File: src/sv/nmea_sentence_framer_checksum_macros.svh
// Assertion macros shared by the sentence framer RTL.
// Depends on nothing; modules include it and need i_clk and i_rst_n in scope.
`ifndef NMEA_SENTENCE_FRAMER_CHECKSUM_MACROS_SVH
`define NMEA_SENTENCE_FRAMER_CHECKSUM_MACROS_SVH

// Same-cycle implication, checked out of reset.
`define NSFC_ASSERT_NOW(label, ante, cons) \
    label: assert property (@(posedge i_clk) disable iff (!i_rst_n) (ante) |-> (cons)) \
        else $error("nsfc assertion failed");

// Next-cycle implication, checked out of reset.
`define NSFC_ASSERT_NEXT(label, ante, cons) \
    label: assert property (@(posedge i_clk) disable iff (!i_rst_n) (ante) |=> (cons)) \
        else $error("nsfc assertion failed");

`endif

File: src/sv/nsfc_pkg.sv
// Package for the NMEA sentence framer: types, character codes, helpers.
// Depends on nothing; used by every module of the block.
`default_nettype none

package nsfc_pkg;

    localparam int DEF_MAX_SENTENCE_LENGTH = 80;

    localparam logic [7:0] CH_DOLLAR = 8'h24;
    localparam logic [7:0] CH_STAR   = 8'h2A;
    localparam logic [7:0] CH_CR     = 8'h0D;
    localparam logic [7:0] CH_LF     = 8'h0A;
    localparam logic [7:0] CH_G      = 8'h47;
    localparam logic [7:0] CH_A      = 8'h41;
    localparam logic [7:0] CH_S      = 8'h53;
    localparam logic [7:0] CH_V      = 8'h56;
    localparam logic [7:0] CH_R      = 8'h52;
    localparam logic [7:0] CH_M      = 8'h4D;
    localparam logic [7:0] CH_C      = 8'h43;
    localparam logic [7:0] CH_0      = 8'h30;
    localparam logic [7:0] CH_9      = 8'h39;
    localparam logic [7:0] CH_F      = 8'h46;

    localparam logic [7:0] TALKER_FIRST_RESET  = 8'h47;
    localparam logic [7:0] TALKER_SECOND_RESET = 8'h50;

    localparam logic CFG_TALKER_FIRST  = 1'b0;
    localparam logic CFG_TALKER_SECOND = 1'b1;

    localparam logic [1:0] TYPE_GGA   = 2'd0;
    localparam logic [1:0] TYPE_GSV   = 2'd1;
    localparam logic [1:0] TYPE_RMC   = 2'd2;
    localparam logic [1:0] TYPE_OTHER = 2'd3;

    typedef enum logic [2:0] {
        PH_HUNT    = 3'd0,
        PH_TALK1   = 3'd1,
        PH_TALK2   = 3'd2,
        PH_TYPE0   = 3'd3,
        PH_TYPE1   = 3'd4,
        PH_TYPE2   = 3'd5,
        PH_BODY    = 3'd6,
        PH_WAIT_LF = 3'd7
    } t_phase;

    typedef struct packed {
        logic [1:0] sentence_type;
        logic       checksum_ok;
        logic [7:0] computed_checksum;
    } t_result;

    // Bit 4 set marks a character that is not an uppercase hex digit.
    function automatic logic [4:0] hex_value(input logic [7:0] c);
        logic [7:0] d;
        begin
            d = 8'h00;
            if (c >= CH_0 && c <= CH_9) begin
                d = c - CH_0;
                hex_value = {1'b0, d[3:0]};
            end else if (c >= CH_A && c <= CH_F) begin
                d = c - CH_A + 8'd10;
                hex_value = {1'b0, d[3:0]};
            end else begin
                hex_value = 5'h10;
            end
        end
    endfunction

    function automatic logic [1:0] classify(input logic [7:0] c0, input logic [7:0] c1,
                                            input logic [7:0] c2);
        begin
            if (c0 == CH_G && c1 == CH_G && c2 == CH_A) begin
                classify = TYPE_GGA;
            end else if (c0 == CH_G && c1 == CH_S && c2 == CH_V) begin
                classify = TYPE_GSV;
            end else if (c0 == CH_R && c1 == CH_M && c2 == CH_C) begin
                classify = TYPE_RMC;
            end else begin
                classify = TYPE_OTHER;
            end
        end
    endfunction

endpackage

`default_nettype wire

File: src/sv/nsfc_framer.sv
// Sentence framer: phase tracking, running XOR, type capture and result logic.
// Depends on nsfc_pkg and nmea_sentence_framer_checksum_macros.svh.
`default_nettype none

module nsfc_framer #(
    parameter int MAX_SENTENCE_LENGTH = nsfc_pkg::DEF_MAX_SENTENCE_LENGTH
) (
    input  wire logic             i_clk,
    input  wire logic             i_rst_n,
    input  wire logic             i_valid,
    input  wire logic [7:0]       i_byte,
    input  wire logic [7:0]       i_talker_first,
    input  wire logic [7:0]       i_talker_second,
    output logic                  o_res_valid,
    output nsfc_pkg::t_result     o_res
);
    import nsfc_pkg::*;
    `include "nmea_sentence_framer_checksum_macros.svh"

    localparam int CW = $clog2(MAX_SENTENCE_LENGTH + 1);
    localparam logic [CW-1:0] MAX_COUNT = CW'(MAX_SENTENCE_LENGTH);

    t_phase        r_phase, n_phase;
    logic [7:0]    r_xor, n_xor;
    logic          r_star, n_star;
    logic [CW-1:0] r_count, n_count;
    logic [7:0]    r_recent0, n_recent0;
    logic [7:0]    r_recent1, n_recent1;
    logic [7:0]    r_type0, r_type1, r_type2;

    logic          is_dollar;
    logic          do_capture;
    logic [4:0]    hex_hi, hex_lo;

    assign is_dollar = (i_byte == CH_DOLLAR);

    always_comb begin
        n_phase = r_phase;
        if (i_valid) begin
            if (is_dollar) begin
                n_phase = PH_TALK1;
            end else begin
                unique case (r_phase)
                    PH_HUNT:    n_phase = PH_HUNT;
                    PH_TALK1:   n_phase = (i_byte == i_talker_first) ? PH_TALK2 : PH_HUNT;
                    PH_TALK2:   n_phase = (i_byte == i_talker_second) ? PH_TYPE0 : PH_HUNT;
                    PH_TYPE0:   n_phase = PH_TYPE1;
                    PH_TYPE1:   n_phase = PH_TYPE2;
                    PH_TYPE2:   n_phase = PH_BODY;
                    PH_BODY: begin
                        if (i_byte == CH_CR) begin
                            n_phase = PH_WAIT_LF;
                        end else if (i_byte == CH_LF || r_count >= MAX_COUNT) begin
                            n_phase = PH_HUNT;
                        end else begin
                            n_phase = PH_BODY;
                        end
                    end
                    PH_WAIT_LF: n_phase = PH_HUNT;
                    default:    n_phase = PH_HUNT;
                endcase
            end
        end
    end

    always_comb begin
        do_capture = 1'b0;
        case (r_phase)
            PH_TALK1:                   do_capture = (i_byte == i_talker_first);
            PH_TALK2:                   do_capture = (i_byte == i_talker_second);
            PH_TYPE0, PH_TYPE1, PH_TYPE2: do_capture = 1'b1;
            PH_BODY:                    do_capture = (i_byte != CH_CR) && (i_byte != CH_LF)
                                                     && (r_count < MAX_COUNT);
            default:                    do_capture = 1'b0;
        endcase
    end

    always_comb begin
        n_xor     = r_xor;
        n_star    = r_star;
        n_count   = r_count;
        n_recent0 = r_recent0;
        n_recent1 = r_recent1;
        if (i_valid) begin
            if (is_dollar) begin
                n_xor     = 8'h00;
                n_star    = 1'b0;
                n_count   = '0;
                n_recent0 = 8'h00;
                n_recent1 = 8'h00;
            end else if (do_capture) begin
                n_count   = r_count + CW'(1);
                n_recent0 = i_byte;
                n_recent1 = r_recent0;
                if (!r_star) begin
                    if (i_byte == CH_STAR) begin
                        n_star = 1'b1;
                    end else begin
                        n_xor = r_xor ^ i_byte;
                    end
                end
            end
        end
    end

    always_ff @(posedge i_clk) begin
        if (!i_rst_n) begin
            r_phase   <= PH_HUNT;
            r_xor     <= 8'h00;
            r_star    <= 1'b0;
            r_count   <= '0;
            r_recent0 <= 8'h00;
            r_recent1 <= 8'h00;
        end else begin
            r_phase   <= n_phase;
            r_xor     <= n_xor;
            r_star    <= n_star;
            r_count   <= n_count;
            r_recent0 <= n_recent0;
            r_recent1 <= n_recent1;
        end
    end

    always_ff @(posedge i_clk) begin
        if (i_valid && !is_dollar) begin
            case (r_phase)
                PH_TYPE0: r_type0 <= i_byte;
                PH_TYPE1: r_type1 <= i_byte;
                PH_TYPE2: r_type2 <= i_byte;
                default:  r_type0 <= r_type0;
            endcase
        end
    end

    assign hex_hi = hex_value(r_recent1);
    assign hex_lo = hex_value(r_recent0);

    always_comb begin
        o_res_valid = i_valid && !is_dollar && (r_phase == PH_WAIT_LF) && (i_byte == CH_LF);
        o_res.sentence_type     = classify(r_type0, r_type1, r_type2);
        o_res.computed_checksum = r_xor;
        o_res.checksum_ok       = r_star && !hex_hi[4] && !hex_lo[4]
                                  && ({hex_hi[3:0], hex_lo[3:0]} == r_xor);
    end

    `NSFC_ASSERT_NOW(a_count_bound, 1'b1, r_count <= MAX_COUNT)
    `NSFC_ASSERT_NOW(a_result_phase, o_res_valid, r_phase == PH_WAIT_LF)
    `NSFC_ASSERT_NEXT(a_dollar_restart, i_valid && is_dollar,
                      r_phase == PH_TALK1 && r_xor == 8'h00 && !r_star && r_count == '0)

endmodule

`default_nettype wire

File: src/sv/nsfc_out_reg.sv
// Result holding register between the framer and the output channel.
// Depends on nsfc_pkg and nmea_sentence_framer_checksum_macros.svh.
`default_nettype none

module nsfc_out_reg (
    input  wire logic              i_clk,
    input  wire logic              i_rst_n,
    input  wire logic              i_load,
    input  wire nsfc_pkg::t_result i_res,
    input  wire logic              i_ready,
    output logic                   o_valid,
    output logic                   o_free,
    output nsfc_pkg::t_result      o_res
);
    import nsfc_pkg::*;
    `include "nmea_sentence_framer_checksum_macros.svh"

    logic    r_valid, n_valid;
    t_result r_res;

    assign o_free = !r_valid || i_ready;

    always_comb begin
        n_valid = r_valid;
        if (i_load) begin
            n_valid = 1'b1;
        end else if (i_ready) begin
            n_valid = 1'b0;
        end
    end

    always_ff @(posedge i_clk) begin
        if (!i_rst_n) begin
            r_valid <= 1'b0;
        end else begin
            r_valid <= n_valid;
        end
    end

    always_ff @(posedge i_clk) begin
        if (i_load) begin
            r_res <= i_res;
        end
    end

    assign o_valid = r_valid;
    assign o_res   = r_res;

    `NSFC_ASSERT_NOW(a_load_free, i_load, !r_valid || i_ready)
    `NSFC_ASSERT_NEXT(a_load_shows, i_load, r_valid && r_res == $past(i_res))
    `NSFC_ASSERT_NEXT(a_drain, r_valid && i_ready && !i_load, !r_valid)

endmodule

`default_nettype wire

File: src/sv/nmea_sentence_framer_checksum.sv
// NMEA sentence framer and checksum checker, top level.
// Depends on nsfc_pkg, nsfc_framer and nsfc_out_reg.
//
// Input channel (i_in_valid / o_in_ready / i_rx_byte): one received character
// per request. Each character updates the framer state in the cycle it is
// accepted. A '$' restarts a sentence, the two talker characters come from
// the configuration registers, and the next three characters give the type.
// Output channel (o_out_valid / i_out_ready): one result per sentence that
// ends in CR followed by LF, holding type, computed XOR and the check flag.
// The result is registered and appears in the cycle after the LF is accepted.
// Throughput: one character per cycle; o_in_ready drops only while a result
// sits in the output register and i_out_ready is low, so a stalled receiver
// holds the input side for as long as it stalls.
// Configuration channel (i_cfg_valid / o_cfg_ready): index 0 writes the first
// talker character, index 1 the second; always ready. The user must write it
// only when idle; the block does not enforce this. Reset (synchronous,
// active low): hunting for '$', talker set to "GP", no pending result.
`default_nettype none

module nmea_sentence_framer_checksum #(
    parameter int MAX_SENTENCE_LENGTH = nsfc_pkg::DEF_MAX_SENTENCE_LENGTH
) (
    input  wire logic       i_clk,
    input  wire logic       i_rst_n,
    input  wire logic       i_in_valid,
    output logic            o_in_ready,
    input  wire logic [7:0] i_rx_byte,
    output logic            o_out_valid,
    input  wire logic       i_out_ready,
    output logic [1:0]      o_sentence_type,
    output logic            o_checksum_ok,
    output logic [7:0]      o_computed_checksum,
    input  wire logic       i_cfg_valid,
    output logic            o_cfg_ready,
    input  wire logic       i_cfg_index,
    input  wire logic [7:0] i_cfg_data
);
    import nsfc_pkg::*;

    logic [7:0] r_talker_first;
    logic [7:0] r_talker_second;
    logic       in_accept;
    logic       res_valid;
    logic       out_free;
    t_result    res;
    t_result    out_res;

    assign o_cfg_ready = 1'b1;
    assign o_in_ready  = out_free;
    assign in_accept   = i_in_valid && out_free;

    always_ff @(posedge i_clk) begin
        if (!i_rst_n) begin
            r_talker_first  <= TALKER_FIRST_RESET;
            r_talker_second <= TALKER_SECOND_RESET;
        end else if (i_cfg_valid) begin
            unique case (i_cfg_index)
                CFG_TALKER_FIRST:  r_talker_first  <= i_cfg_data;
                CFG_TALKER_SECOND: r_talker_second <= i_cfg_data;
                default:           r_talker_first  <= r_talker_first;
            endcase
        end
    end

    nsfc_framer #(
        .MAX_SENTENCE_LENGTH(MAX_SENTENCE_LENGTH)
    ) u_framer (
        .i_clk           (i_clk),
        .i_rst_n         (i_rst_n),
        .i_valid         (in_accept),
        .i_byte          (i_rx_byte),
        .i_talker_first  (r_talker_first),
        .i_talker_second (r_talker_second),
        .o_res_valid     (res_valid),
        .o_res           (res)
    );

    nsfc_out_reg u_out_reg (
        .i_clk   (i_clk),
        .i_rst_n (i_rst_n),
        .i_load  (res_valid),
        .i_res   (res),
        .i_ready (i_out_ready),
        .o_valid (o_out_valid),
        .o_free  (out_free),
        .o_res   (out_res)
    );

    assign o_sentence_type     = out_res.sentence_type;
    assign o_checksum_ok       = out_res.checksum_ok;
    assign o_computed_checksum = out_res.computed_checksum;

endmodule

`default_nettype wire

File: config.mk
export PLATFORM = sky130hd
export DESIGN_NAME = nmea_sentence_framer_checksum
export DESIGN_NICKNAME = d
export VERILOG_FILES = /design/src/sv/nsfc_pkg.sv /design/src/sv/nsfc_framer.sv /design/src/sv/nsfc_out_reg.sv /design/src/sv/nmea_sentence_framer_checksum.sv
export VERILOG_INCLUDE_DIRS = /design/src /design/src/sv
export SDC_FILE = /design/constraint.sdc
export NUM_CORES = 1
export LEC_CHECK = 0
export ABC_AREA = 1
export BUFFER_PORTS_ARGS = -buffer_cell sky130_fd_sc_hd__buf_2
export CAP_MARGIN = 5
export CELL_PAD_IN_SITES_DETAIL_PLACEMENT = 1
export CELL_PAD_IN_SITES_GLOBAL_PLACEMENT = 1
export CORE_MARGIN = 3
export CORE_UTILIZATION = 40
export CTS_CLUSTER_SIZE = 12
export DETAILED_ROUTE_END_ITERATION = 12
export PLACE_DENSITY_LB_ADDON = 0.1
export SYNTH_ARGS = -nofsm -noshare
export SYNTH_HDL_FRONTEND = slang
export SYNTH_HIERARCHICAL = 1
export SYNTH_SLANG_ARGS = --single-unit
File: constraint.sdc
create_clock -name i_clk -period 2.46 [get_ports i_clk]
set_clock_uncertainty 0.15 [all_clocks]
set_input_delay 0.492 -clock i_clk [delete_from_list [all_inputs] [get_ports i_clk]]
set_output_delay 0.492 -clock i_clk [all_outputs]
set_load 0.005 [all_outputs]
==> results of run 1 <==
==> worst max-delay path, stage by stage (launching register included) <==
cell,delay [ns]
dfxtp_1,0.52
inv_1,0.09
ha_1,0.22
nand3b_1,0.10
nand4_1,0.31
o22ai_1,0.34
nand2_1,0.09
nand2_1,0.08
nor2_1,0.04
nand3_1,0.06
nor2_1,0.05
==> where the power goes <==
group	switching [uW]	total [uW]	internal (uW)	leakage, uW
logic	122	187	64.3	0.00125
clock network	537	933	397	0.0000811
registers	15.4	1530	1510	0.000730
total	675	2650	1970	0.00206
==> metal layers <==
| layer | vias to the layer above | GRT usage | routed length [um] | share of wire |
|---|---|---|---|---|
| li1 | 1934 | - | - | - |
| met1 | 1823 | 0.2586 | 5621 | 0.48 |
| met2 | 52 | 0.3204 | 5523 | 0.47 |
| met3 | 13 | 0.03123 | 356 | 0.030 |
| met4 | 0 | 0.07225 | 201 | 0.017 |
| met5 | - | 0 | 0 | 0 |
==> worst min path at each step <==
stage | endpoint | slack, ns | cells past startpoint
6_report | r_talker_second[4]$_SDFFE_PN1P_ | 0.19 | 3
5_1_grt | r_talker_second[6]$_SDFFE_PN1P_ | 0.19 | 3
4_1_cts | r_talker_second[4]$_SDFFE_PN1P_ | 0.18 | 3
3_5_place_dp | u_out_reg/o_res[2]$_DFFE_PP_ | 0.28 | 0
3_3_place_gp | u_out_reg/o_res[2]$_DFFE_PP_ | 0.27 | 0
2_1_floorplan | u_out_reg/o_res[1]$_DFFE_PP_ | 0.26 | 0
==> metrics by stage <==
step | power (uW) | worst slack (ns) | instance area [um^2]
2_1_floorplan | 1667 | 0.06538 | 4379
3_3_place_gp | 1742 | 0.07956 | 4743
3_5_place_dp | 1749 | 0.05244 | 4743
4_1_cts | 2685 | 0.2046 | 4926
5_1_grt | 2773 | 0.03279 | 4932
6_report | 2647 | 0.1810 | 4932
==> registers in the layout, summed over array words and instances, names as in the netlist <==
register and count:
u_framer/r_recent1 8, u_out_reg/o_valid 1, u_framer/r_type0 8, u_framer/r_type1 8, u_framer/r_type2 8, u_framer/r_xor 8, u_framer/r_recent0 8, u_framer/r_phase 3
u_framer/r_count 7, u_out_reg/o_res 11, u_framer/r_star 1, r_talker_first 8, r_talker_second 8
==> placed cells by master, fill, tap and decap left out, types with 10 or more instances in the layout <==
| cell | instances |
|---|---|
| nand4_1 | 14 |
| inv_1 | 57 |
| dfxtp_1 | 52 |
| a21oi_1 | 29 |
| nand3_1 | 48 |
| o21ai_0 | 21 |
| edfxtp_1 | 35 |
| inv_2 | 10 |
| buf_2 | 34 |
| nand2_1 | 136 |
| buf_4 | 14 |
| xnor2_1 | 12 |
| clkbuf_8 | 10 |
| nor2_1 | 80 |
==> final cells by class <==
cell class / instances / area, um^2
fillers: 1345 / 5530
flip-flops and latches: 87 / 2092
multi-input cells: 395 / 1944
repair buffers: 48 / 275.3
inverters: 70 / 267.8
well taps: 136 / 170.2
clock buffers: 10 / 137.6
clock inverters: 6 / 45.04
==> cell families (layout without fill, tap and decap cells) <==
kind of cell	count (synthesis)	after routing
and+or+nand+nor	311	311
DFF	87	87
buffers and inverters	83	134
AOI/OAI and AO/OA	59	59
xor gates and xnor gates	16	16
adders and majority gates	8	8
other	1	1
==> results.cfg, run 1 <==
[logic_synthesis]
synthSimpleGateAreaFrac = 0.3140
synth_top_family_by_area = simple AND/OR/NAND/NOR gates
synthesis.area_um2 = 4379
yosysTopAreaCell = edfxtp_1
netlist_top_cells_area = edfxtp_1 (24%), dfxtp_1 (24%), nand2_1 (12%), nor2_1 (6.9%), nand3_1 (5.5%)
yosysMostFrequentCell = nand2_1
ys_seq_elements = 87
synth_cells = 565
synthFlopType = dfxtp_1
synthMuxAreaShare = 0
yosys.area_share.xor_xnor = 0.03200
ys.warnings.count = 6
synth_cell_types = 39
async_flop_share = 0
synth_fa_ha_area_frac = 0.02286
syn_nets = 595
synth_edf_count = 35
synthTopCellsByCount = nand2_1 (136), nor2_1 (80), inv_1 (57), dfxtp_1 (52), nand3_1 (48)
synth_compound_area_frac = 0.07171
yosysSeqAreaShare = 0.4777
synth_top_area_share = 0.2400
post_synth.cell_area_avg_um2 = 7.751

[sta]
finalSetupViolations = 0
maxSlewHeadroom = 0.5435
finalSetupTns_ns = 0
rsz0062_at_grt = no
timing.final.crit_share = 0.9264
holdWs_ns = 0.1926
worstMarginPinSlew_ns = 0.6823
period_minus_slack_ns = 2.279
hold_viol_final = 0
clock.fmax_mhz = 438.8
finalMaxSlewViolations = 0

[clocking]
clock_latency_ns = 0.37
clock_path_buffers = 2
numCtsBuffers = 9
cts_tree = yes
cts_sinks = 87
root_buffer = clkbuf_8
clk_pin_slew_worst_paths_ns = 0.09
hold_buffers = 0
cts_setup_buffers = 0
cts_resized = 0
cts_max_level = 3

[place]
dp_cells = 736
dpl.hpwl_um = 8820
port_buffers = 34
gp_congestion = 0.8367

[floorplanning]
core_area_um2 = 10460
dieArea_um2 = 12240
ios = 36
die_w_um = 110.6
die_h_um = 110.6
initial_core_util = 0.4186
rows = 37

[critical_path]
endpoint_kind = register
crit_end = u_out_reg/o_res[8]$_DFFE_PP_
criticalPathCategory = reg2reg
rr_worst_depth = 10
critPathLaunchType = register
reg2reg_from = u_framer/r_recent0[0]$_SDFFE_PN0P_
required_ns = 2.44
r2r_end = u_out_reg/o_res[8]$_DFFE_PP_
arrival_ns = 2.26
worstPathMaxFanout = 9
worst-r2r-setup-slack_ns = 0.18
crit_start = u_framer/r_recent0[0]$_SDFFE_PN0P_

[final_layout]
nNetsFinal = 641
fin_util = 0.4714
area_growth_pct = 12.63
drive_gt1_frac = 0.1510
n_antenna_cell = 0
layoutNonFillerInstCount = 752

[route]
drcViolationCount = 0
ant_nets = 0
firstDrtPassIters = 4
wl_um = 11700
avgViaCountPerCell = 5.082
vias = 3822
drt_iter0_markers = 137
routedWlPerCell_um = 15.56

[job]
maxCapViolCount = 0

[worst_hold_path]
hp-class = in2reg
min_from = i_cfg_data[4]

[global_route]
gr-usage-all-layers = 0.1950
grt_pass1_vias = 3885
grt_pass1_wl_um = 19290
grt_overflow = 0
grt_max_degree = 20
antenna_found_initial = 0

[outcome]
outcome = complete, no violations

[power_and_ir_drop]
peakVddDrop_uv = 238.2
powerDensity_nw_per_um2 = 536.7
p_leak_uw = 0.002063
(Power assumes the default switching activity.)
==> inputs of run 2 (changes only) <==
--- a/config.mk
+++ b/config.mk
@@ -7,10 +7,11 @@
 export NUM_CORES = 1
 export LEC_CHECK = 0
 export ABC_AREA = 1
-export BUFFER_PORTS_ARGS = -buffer_cell sky130_fd_sc_hd__buf_2
+export BUFFER_PORTS_ARGS = -buffer_cell sky130_fd_sc_hd__buf_4
 export CAP_MARGIN = 5
 export CELL_PAD_IN_SITES_DETAIL_PLACEMENT = 1
 export CELL_PAD_IN_SITES_GLOBAL_PLACEMENT = 1
+export CORE_ASPECT_RATIO = 0.9
 export CORE_MARGIN = 3
 export CORE_UTILIZATION = 40
 export CTS_CLUSTER_SIZE = 12
==> results.cfg, run 2 (synthesis results as in run 1) <==
[power_and_ir_drop]
peakVddDrop_uv = 351.4
report.power.total_uw = 2941
powerDensity_nw_per_um2 = 581.0
p_leak_uw = 0.002119

[final_layout]
n_antenna_cell = 0
largest_reg_flops = 11
fin_util = 0.4836
nNetsFinal = 636
area_growth_pct = 15.57
mostFrequentLayoutCells = nand2_1 (136), nor2_1 (80), inv_1 (57)
design_area_um2 = 5061
drive_gt1_frac = 0.1391
layout.cells.most_common = nand2_1
fillers = 1314

[sta]
period_minus_slack_ns = 2.231
worstMarginPinSlew_ns = 0.8000
hold_viol_final = 0
clock.fmax_mhz = 448.2
finalSetupViolations = 0
finalMaxSlewViolations = 0
rsz0062_at_grt = no
finalSetupTns_ns = 0
maxSlewHeadroom = 0.4647
timing.final.crit_share = 0.9069

[clocking]
cts_max_level = 3
cts_tree = yes
clk_pin_slew_worst_paths_ns = 0.06
clock_latency_ns = 0.34
root_buffer = clkbuf_16
numCtsBuffers = 9
cts_resized = 0
hold_buffers = 0
cts_setup_buffers = 0
cts_sinks = 87
clock_path_buffers = 2

[critical_path]
path_delay_family = simple AND/OR/NAND/NOR gates
cp_slowest_stage_delay_ns = 0.50
cp_num_cells = 10
criticalPathCategory = reg2reg
critPathLaunchType = register
reg2reg_from = u_framer/r_recent0[0]$_SDFFE_PN0P_
rr_worst_depth = 10
arrival_ns = 2.18
crit_end = u_out_reg/o_res[8]$_DFFE_PP_
slowest_stage = dfxtp_1
crit_start = u_framer/r_recent0[0]$_SDFFE_PN0P_
endpoint_kind = register
path_buf_inv = 1
r2r_end = u_out_reg/o_res[8]$_DFFE_PP_
worst-r2r-setup-slack_ns = 0.23
worstPathMaxFanout = 9
required_ns = 2.41
path_cells = inv_1 > ha_1 > nand3b_1 > nand4_1 > o22ai_1 > nand2_1 > nand2_1 > nor2_1 > nand3_1 > nor2_1

[floorplanning]
ios = 36
die_w_um = 116.3
rows = 35
die_h_um = 105.3
dieArea_um2 = 12240
initial_core_util = 0.4184
core_area_um2 = 10470

[route]
drcViolationCount = 0
ant_nets = 0
vias = 3887
avgViaCountPerCell = 5.253
drt_iter0_markers = 164
firstDrtPassIters = 4
routedWlPerCell_um = 16.01
wl_um = 11850

[place]
dpl.hpwl_um = 8867
port_buffers = 34
placed_area_um2 = 4795
gp_congestion = 0.8719

[global_route]
gr-usage-all-layers = 0.2059
grt_pass1_vias = 4021
antenna_found_initial = 0
grt_pass1_wl_um = 19760
grt_overflow = 0
grt_max_degree = 35

[worst_hold_path]
hp-class = in2reg

[job]
maxCapViolCount = 0

[outcome]
outcome = complete, no violations
run 2: power by group:
part | internal (uW) | total [uW] | switching [uW]
Clock | 677 | 1220 | 541
Sequential | 1510 | 1530 | 16.6
Combinational | 70.2 | 192 | 121
Total | 2260 | 2940 | 679
run 2: cell type report:
class,instances,area [um^2],share of cell area
Sequential cell,87,2092,0.4134
Multi-Input combinational cell,395,1938,0.3829
Timing Repair Buffer,43,335.3,0.06625
Inverter,70,267.8,0.05290
Clock buffer,10,229.0,0.04524
Tap cell,129,161.4,0.03189
Clock inverter,6,37.54,0.007417
run 2: worst min-delay path: stages:
cell     delay [ns]
buf_4          0.09
nand2_1        0.04
nand3_1        0.05
run 2: metal layers:
metal	vias to the layer above	share of wire	track usage
met1	1880	0.48	0.2796
met4	0	0.021	0.05965
met2	60	0.47	0.3215
met5	-	0	0
li1	1923	-	-
met3	24	0.034	0.05511
run 2: worst min-delay path by stage:
stage,from,end,cells after the start
after global placement,u_framer/r_xor[1]$_SDFFE_PN0P_,u_out_reg/o_res[1]$_DFFE_PP_,0
after global routing,i_cfg_data[4],r_talker_second[4]$_SDFFE_PN1P_,3
after floorplan,u_framer/r_xor[1]$_SDFFE_PN0P_,u_out_reg/o_res[1]$_DFFE_PP_,0
final,i_cfg_data[4],r_talker_second[4]$_SDFFE_PN1P_,3
after detailed placement,u_framer/r_xor[2]$_SDFFE_PN0P_,u_out_reg/o_res[2]$_DFFE_PP_,0
after CTS,i_cfg_data[4],r_talker_second[4]$_SDFFE_PN1P_,3
run 2: per-stage QoR:
stage / setup WS, ns / instances / hold slack [ns]
floorplan: 0.06538 / 565 / 0.2582
global placement: 0.1022 / 724 / 0.2652
detailed placement: 0.01948 / 724 / 0.2723
CTS: 0.2184 / 740 / 0.2136
global route: 0.03553 / 740 / 0.2283
finish: 0.2291 / 740 / 0.2170
